`config.mk`:
```
export PLATFORM = sky130hd
export DESIGN_NAME = circular_queue
export DESIGN_NICKNAME = d
export VERILOG_FILES = /design/src/hw/rtl/cq_pkg.sv /design/src/hw/rtl/circular_queue.sv /design/src/hw/rtl/cq_dp.sv /design/src/hw/rtl/cq_ctrl.sv
export SDC_FILE = /design/constraint.sdc
export NUM_CORES = 1
export LEC_CHECK = 0
export BUFFER_PORTS_ARGS = -buffer_cell sky130_fd_sc_hd__buf_4
export CORE_MARGIN = 5
export CORE_UTILIZATION = 35
export DETAILED_ROUTE_END_ITERATION = 10
export PLACE_DENSITY = 0.5
export RECOVER_POWER = 25
export REMOVE_ABC_BUFFERS = 1
export SYNTH_ARGS = -nofsm -noshare
export SYNTH_HDL_FRONTEND = slang
export SYNTH_HIERARCHICAL = 1
export SYNTH_SLANG_ARGS = --single-unit
```
`constraint.sdc`:
```
create_clock -name clk -period 5.52 [get_ports clk]
set_input_delay 0.828 -clock clk [delete_from_list [all_inputs] [get_ports clk]]
set_output_delay 0.828 -clock clk [all_outputs]
set_load 0.01 [all_outputs]
```
`src/hw/rtl/cq_pkg.sv`:
```
// cq_pkg: command codes, status codes, controller states and the
// command/status bundles shared by the circular queue modules
// no dependencies
package cq_pkg;

    localparam int DATA_W = 32;

    typedef logic [1:0] cmd_code_t;
    localparam cmd_code_t CMD_PUSH = 2'd0;
    localparam cmd_code_t CMD_POP  = 2'd1;
    localparam cmd_code_t CMD_SHOW = 2'd2;

    typedef logic [1:0] status_code_t;
    localparam status_code_t STAT_OK    = 2'd0;
    localparam status_code_t STAT_FULL  = 2'd1;
    localparam status_code_t STAT_EMPTY = 2'd2;

    typedef enum logic [1:0] {
        S_IDLE,
        S_POP,
        S_SHOW
    } state_t;

    typedef struct packed {
        logic         ld_out;
        logic         sel_mem;
        status_code_t out_status;
        logic         out_last;
        logic         do_push;
        logic         do_pop;
        logic         rd_en;
        logic         rd_next;
    } dp_cmd_t;

    typedef struct packed {
        logic full;
        logic empty;
        logic show_last;
        logic out_free;
    } dp_stat_t;

endpackage

```
`src/hw/rtl/circular_queue.sv`:
```
// circular_queue: ring-buffer queue of signed 32-bit words, top level
// depends on cq_pkg, cq_ctrl, cq_dp
//
// input channel (in_valid/in_ready) carries one command per transfer:
// cmd push appends push_value, pop removes the oldest word, show lists
// every stored word oldest first; unused code 3 gives no result
// output channel (out_valid/out_ready) carries status, data_out and last;
// last marks the final result of a command
// push, and any command answered full or empty: one result, registered in the
// cycle after the transfer; the next command can be taken as the receiver takes it
// pop: one result, read through the registered read port of the slot memory and
// then the result register in S_POP; next command taken once back in S_IDLE
// show of n words: n results through the same read port, the first as for pop,
// then one per cycle while the output is not stalled; next command taken in S_IDLE
// reset: queue empty, head at slot zero, no result pending; slot contents
// are not cleared and need no clearing pass
// receiver stall: the result register holds and the block stops taking
// commands or stepping a show until the pending result is transferred
module circular_queue #(
    parameter int DEPTH = 8
) (
    input  logic                      clk,
    input  logic                      rst_n,
    input  logic                      in_valid,
    output logic                      in_ready,
    input  logic [1:0]                cmd,
    input  logic signed [31:0]        push_value,
    output logic                      out_valid,
    input  logic                      out_ready,
    output logic [1:0]                status,
    output logic signed [31:0]        data_out,
    output logic                      last
);

    cq_pkg::dp_cmd_t  dp_cmd;
    cq_pkg::dp_stat_t dp_stat;

    cq_ctrl u_ctrl (
        .clk      (clk),
        .rst_n    (rst_n),
        .in_valid (in_valid),
        .in_ready (in_ready),
        .cmd      (cmd),
        .dp_stat  (dp_stat),
        .dp_cmd   (dp_cmd)
    );

    cq_dp #(
        .DEPTH (DEPTH)
    ) u_dp (
        .clk        (clk),
        .rst_n      (rst_n),
        .dp_cmd     (dp_cmd),
        .dp_stat    (dp_stat),
        .push_value (push_value),
        .out_valid  (out_valid),
        .out_ready  (out_ready),
        .status     (status),
        .data_out   (data_out),
        .last       (last)
    );

endmodule

```
`src/hw/rtl/cq_dp.sv`:
```
// cq_dp: slot memory, head and occupancy registers, show index and result register
// depends on cq_pkg; driven by cq_ctrl
module cq_dp #(
    parameter int DEPTH = 8
) (
    input  logic                     clk,
    input  logic                     rst_n,
    input  cq_pkg::dp_cmd_t          dp_cmd,
    output cq_pkg::dp_stat_t         dp_stat,
    input  logic [cq_pkg::DATA_W-1:0] push_value,
    output logic                     out_valid,
    input  logic                     out_ready,
    output logic [1:0]               status,
    output logic [cq_pkg::DATA_W-1:0] data_out,
    output logic                     last
);

    localparam int IDX_W = (DEPTH > 1) ? $clog2(DEPTH) : 1;
    localparam int CNT_W = $clog2(DEPTH + 1);
    localparam int SUM_W = IDX_W + 1;

    logic [cq_pkg::DATA_W-1:0] mem [DEPTH];
    logic [cq_pkg::DATA_W-1:0] rd_data_reg;

    logic [IDX_W-1:0] head_reg, head_next;
    logic [CNT_W-1:0] occ_reg, occ_next;
    logic [IDX_W-1:0] idx_reg;
    logic [IDX_W-1:0] rd_idx;
    logic [IDX_W-1:0] rd_addr;
    logic [IDX_W-1:0] wr_addr;
    logic [IDX_W-1:0] head_inc;

    logic                      out_valid_reg;
    cq_pkg::status_code_t      status_reg;
    logic [cq_pkg::DATA_W-1:0] data_reg;
    logic                      last_reg;

    function automatic logic [IDX_W-1:0] wrap_add(input logic [IDX_W-1:0] base,
                                                  input logic [IDX_W-1:0] off);
        logic [SUM_W-1:0] s;
        s = {1'b0, base} + {1'b0, off};
        if (s >= SUM_W'(DEPTH))
        begin
            s = s - SUM_W'(DEPTH);
        end
        return s[IDX_W-1:0];
    endfunction

    assign rd_idx   = dp_cmd.rd_next ? (idx_reg + IDX_W'(1)) : '0;
    assign rd_addr  = wrap_add(head_reg, rd_idx);
    assign wr_addr  = wrap_add(head_reg, occ_reg[IDX_W-1:0]);
    assign head_inc = wrap_add(head_reg, IDX_W'(1));

    assign dp_stat.full      = (occ_reg == CNT_W'(DEPTH));
    assign dp_stat.empty     = (occ_reg == '0);
    assign dp_stat.show_last = ((CNT_W'(idx_reg) + CNT_W'(1)) == occ_reg);
    assign dp_stat.out_free  = !out_valid_reg || out_ready;

    always_comb
    begin
        head_next = head_reg;
        occ_next  = occ_reg;
        if (dp_cmd.do_push)
        begin
            occ_next = occ_reg + CNT_W'(1);
        end
        else if (dp_cmd.do_pop)
        begin
            occ_next  = occ_reg - CNT_W'(1);
            head_next = (occ_reg == CNT_W'(1)) ? '0 : head_inc;
        end
    end

    always_ff @(posedge clk or negedge rst_n)
    begin
        if (!rst_n)
        begin
            head_reg      <= '0;
            occ_reg       <= '0;
            idx_reg       <= '0;
            out_valid_reg <= 1'b0;
        end
        else
        begin
            head_reg <= head_next;
            occ_reg  <= occ_next;
            if (dp_cmd.rd_en)
            begin
                idx_reg <= rd_idx;
            end
            if (dp_cmd.ld_out)
            begin
                out_valid_reg <= 1'b1;
            end
            else if (out_ready)
            begin
                out_valid_reg <= 1'b0;
            end
        end
    end

    // slot memory and registered read port
    always_ff @(posedge clk)
    begin
        if (dp_cmd.do_push)
        begin
            mem[wr_addr] <= push_value;
        end
        if (dp_cmd.rd_en)
        begin
            rd_data_reg <= mem[rd_addr];
        end
    end

    always_ff @(posedge clk)
    begin
        if (dp_cmd.ld_out)
        begin
            status_reg <= dp_cmd.out_status;
            data_reg   <= dp_cmd.sel_mem ? rd_data_reg : '0;
            last_reg   <= dp_cmd.out_last;
        end
    end

    assign out_valid = out_valid_reg;
    assign status    = status_reg;
    assign data_out  = data_reg;
    assign last      = last_reg;

`ifndef SYNTHESIS
    a_occ_range: assert property (@(posedge clk) disable iff (!rst_n)
        occ_reg <= CNT_W'(DEPTH))
        else $error("occupancy beyond depth");

    a_head_empty: assert property (@(posedge clk) disable iff (!rst_n)
        (occ_reg == '0) |-> (head_reg == '0))
        else $error("head not reset on empty queue");

    a_push_full: assert property (@(posedge clk) disable iff (!rst_n)
        dp_cmd.do_push |-> !dp_stat.full && !dp_cmd.do_pop)
        else $error("push into full queue");

    a_no_overwrite: assert property (@(posedge clk) disable iff (!rst_n)
        (out_valid_reg && !out_ready) |-> !dp_cmd.ld_out)
        else $error("result register overwritten while stalled");

    a_pop_nonempty: assert property (@(posedge clk) disable iff (!rst_n)
        dp_cmd.do_pop |-> !dp_stat.empty && dp_cmd.sel_mem)
        else $error("pop from empty queue");
`endif

endmodule

```
`src/hw/rtl/cq_ctrl.sv`:
```
// cq_ctrl: command decode and sequencing of pop and show reads
// depends on cq_pkg; drives cq_dp
module cq_ctrl (
    input  logic                 clk,
    input  logic                 rst_n,
    input  logic                 in_valid,
    output logic                 in_ready,
    input  logic [1:0]           cmd,
    input  cq_pkg::dp_stat_t     dp_stat,
    output cq_pkg::dp_cmd_t      dp_cmd
);

    cq_pkg::state_t state_reg, state_next;

    always_ff @(posedge clk or negedge rst_n)
    begin
        if (!rst_n)
        begin
            state_reg <= cq_pkg::S_IDLE;
        end
        else
        begin
            state_reg <= state_next;
        end
    end

    always_comb
    begin
        state_next = state_reg;
        in_ready   = 1'b0;
        dp_cmd     = '0;
        unique case (state_reg)
            cq_pkg::S_IDLE:
            begin
                in_ready = dp_stat.out_free;
                if (in_valid && dp_stat.out_free)
                begin
                    unique case (cmd)
                        cq_pkg::CMD_PUSH:
                        begin
                            dp_cmd.ld_out     = 1'b1;
                            dp_cmd.out_last   = 1'b1;
                            dp_cmd.out_status = dp_stat.full ? cq_pkg::STAT_FULL
                                                             : cq_pkg::STAT_OK;
                            dp_cmd.do_push    = !dp_stat.full;
                        end
                        cq_pkg::CMD_POP, cq_pkg::CMD_SHOW:
                        begin
                            if (dp_stat.empty)
                            begin
                                dp_cmd.ld_out     = 1'b1;
                                dp_cmd.out_last   = 1'b1;
                                dp_cmd.out_status = cq_pkg::STAT_EMPTY;
                            end
                            else
                            begin
                                dp_cmd.rd_en = 1'b1;
                                state_next   = (cmd == cq_pkg::CMD_POP) ? cq_pkg::S_POP
                                                                        : cq_pkg::S_SHOW;
                            end
                        end
                        default:
                        begin
                            // unused code: dropped without a result
                        end
                    endcase
                end
            end
            cq_pkg::S_POP:
            begin
                if (dp_stat.out_free)
                begin
                    dp_cmd.ld_out     = 1'b1;
                    dp_cmd.sel_mem    = 1'b1;
                    dp_cmd.out_status = cq_pkg::STAT_OK;
                    dp_cmd.out_last   = 1'b1;
                    dp_cmd.do_pop     = 1'b1;
                    state_next        = cq_pkg::S_IDLE;
                end
            end
            cq_pkg::S_SHOW:
            begin
                if (dp_stat.out_free)
                begin
                    dp_cmd.ld_out     = 1'b1;
                    dp_cmd.sel_mem    = 1'b1;
                    dp_cmd.out_status = cq_pkg::STAT_OK;
                    dp_cmd.out_last   = dp_stat.show_last;
                    if (dp_stat.show_last)
                    begin
                        state_next = cq_pkg::S_IDLE;
                    end
                    else
                    begin
                        dp_cmd.rd_en   = 1'b1;
                        dp_cmd.rd_next = 1'b1;
                    end
                end
            end
            default:
            begin
                state_next = cq_pkg::S_IDLE;
            end
        endcase
    end

endmodule
```
==> impl_metrics.csv <==
group,metric,value,unit
outcome,status,"finished, final reports clean",
die,dieWidth,204,µm
sta,report.final.slew_viol_count,0,
synthesis,yosys-top-cells-area,"edfxtp_1 (74%), mux4_2 (11%), mux2_4 (3.4%)",
cts,clock-sinks,336,
sta,min_period_over_period,83.4,%
synthesis,synth_warnings,6,
worst_hold_path,min_path_type,"in2async",
finish,drive_above_1_share,31.9,%
synthesis,synth_most_common_cell,"edfxtp_1",
cts,clk_latency,0.53,ns
die,initial_core_util,35.2,%
die,fp.dieH,204,µm
die,row_count,71,
route,vias,5956,
cts,clk_pin_slew,0.06,ns
cts,cts_tree,"done",
global_routing,overflow,0,
synthesis,ys_seq_area_share,76.2,%
route,drcViolationCount,0,
synthesis,synth_common_cells,"edfxtp_1 (323), mux4_2 (64), and2_1 (34), mux2_4 (30), nand2_1 (15)",
route,drt-vias-per-instance,4.75,
global_routing,grt_max_degree,38,
cts,clockBufferDepth,3,
synthesis,syn_area_per_cell,21.6,µm²
worst_setup_path,crit_end,"u_dp/rd_data_reg[20]",
worst_setup_path,cp-start-kind,"register",
sta,tightest_slew,0.908,ns
synthesis,synthArstFlopShare,3.87,%
placement,dpl.hpwl,15400,µm
sta,rsz0062_at_grt,"no",
cts,htree_levels,2,
finish,seqCellArea,10000,µm²
die,ios,75,
finish,multi_input_area,3020,µm²
global_routing,grt_pass1_wl,41000,µm
cts,cts-resized-gates,0,
cts,numCtsBuffers,37,
route,drtAntennaViolNets,0,
worst_setup_path,r2r_end,"u_dp/rd_data_reg[20]",
cts,post_cts_buffers,0,
worst_setup_path,r2r_slack,0.92,ns
synthesis,ys.flop_type,"edfxtp_1",
die,fp.dieArea,41600,µm²
die,core-area,37400,µm²
sta,finalCriticalPeriod,4.60,ns
worst_setup_path,worst-setup-path-type,"reg2reg",
sta,hold_violations,0,
global_routing,antenna_found_initial,3,
cts,ctsHoldBuffers,0,
synthesis,netlist_area,13200,µm²
sta,finalSetupTns,0,ns
sta,fin_worst_skew,0.0229,ns
synthesis,synth_top_area_share,73.7,%
synthesis,yosysTopAreaCell,"edfxtp_1",
finish,utilization,41.6,%
route,wl_per_cell,21.4,µm
synthesis,postSynthCellCount,609,
sta,relSlewSlack,39.3,%
route,wl,26900,µm
synthesis,ys_types,45,
finish,fin_nets,771,
synthesis,ys_ff_latch,336,
finish,fillCellCount,3280,
global_routing,globalRouteTotalUtil,13.1,%
pwr,p_leak,5.25,nW
finish,largest_register_ffs,256,
pwr,vdd_drop_max,0.000239,V
global_routing,grt_pass1_vias,6631,
cts,clockRootBuffer,"clkbuf_16",
sta,setup_violations,0,
worst_setup_path,regToRegStartpoint,"u_dp/idx_reg[0]",
worst_setup_path,crit_fanout,34,
placement,placedCellCount,1189,
sta,holdWs,0.377,ns
route,firstDrtPassIters,5,
worst_setup_path,worst_setup_path_end_kind,"register",
worst_setup_path,ff2ff_path_depth,13,
sta,max_freq,217,MHz
route,drtIter0Drc,323,
worst_setup_path,cp.arrival,4.87,ns
placement,gp_congestion,0.709,
finish,area_growth,18.2,%
placement,numPortBuffers,74,
job,maxCapViolations,0,
worst_setup_path,crit_start,"u_dp/idx_reg[0]",
finish,finalNonFillerCells,1255,
synthesis,synth_edf_count,323,
finish,antenna_cells,0,
pwr,power.density,534,nW/µm²
worst_setup_path,cp_data_required_time,5.79,ns
critical path, stage by stage, from the launching register on:
cell and delay, ns:
dfrtp_1 0.44, ha_1 0.26, xor2_1 0.27, xor2_1 0.18, nor4_1 0.10, nor2b_1 0.13
and2_1 0.26, nor2b_1 0.32, ha_4 0.17, inv_1 0.05, fa_4 1.20, buf_12 0.31
mux4_2 0.34, mux2_4 0.27
cells by family after synthesis:
group                      Yosys count  share of synthesized area, %
DFF                                336                          76.2
buffers and inverters               36                          1.52
AOI/OAI and AO/OA                   20                          1.02
adders and majority gates           16                          1.64
and+or+nand+nor                     90                          3.83
muxes                               98                          14.7
xor gates and xnor gates            13                          1.07
how the worst min path moves through the flow:
stage | depth (start not counted) | slack (ns) | from | end
floorplan | 2 | 0.48 | u_dp/head_reg[1] | u_dp/head_reg[1]
global placement | 2 | 0.49 | u_dp/head_reg[1] | u_dp/head_reg[1]
detailed placement | 1 | 0.52 | u_dp/rd_data_reg[30] | u_dp/data_out[30]
CTS | 1 | 0.13 | rst_n | u_dp/idx_reg[2]
global route | 1 | 0.45 | rst_n | u_dp/idx_reg[0]
finish | 1 | 0.38 | rst_n | u_dp/idx_reg[1]
power breakdown:
| part | internal, mW | switching, mW |
|---|---|---|
| sequential | 3.30 | 0.137 |
| combinational | 1.27 | 1.19 |
| clock | 1.43 | 0.976 |
layout by cell type (no fill, tap or decap), types with 13 or more instances in the layout:
cell type / netlist / routed
mux2_4: 30 / 30
dfrtp_1: 13 / 13
inv_1: 13 / 13
ha_1: 14 / 13
and2_1: 34 / 34
nand2_1: 15 / 15
clkbuf_16: 0 / 37
mux4_2: 64 / 64
buf_4: 8 / 64
edfxtp_1: 323 / 323
clkbuf_1: 11 / 32
metal layers:
layer	GRT usage (%)	up-vias	share of wire [%]
met5	0	-	0.13
met4	3.32	6	1.9
met3	3.17	43	5.0
met2	21.8	120	50
met1	17.5	3124	43
li1	-	2663	-
per-stage QoR:
step / area [µm²] / setup WS, ns / total power [mW]
4_1_cts: 15600 / 0.870 / 8.48
2_1_floorplan: 13000 / 0.0731 / 5.27
3_5_place_dp: 14400 / 0.891 / 6.04
5_1_grt: 15500 / 0.713 / 8.76
6_report: 15500 / 0.918 / 8.31
3_3_place_gp: 14400 / 1.03 / 5.98
layout make-up:
cell class | instances | share of cell area [%]
Clock buffer | 43 | 6.10
Inverter | 13 | 0.314
Sequential cell | 336 | 64.5
Multi-Input combinational cell | 237 | 19.4
Tap cell | 511 | 4.11
Timing Repair Buffer | 92 | 3.97
Clock inverter | 23 | 1.62
Power figures use the tool's default switching activity.
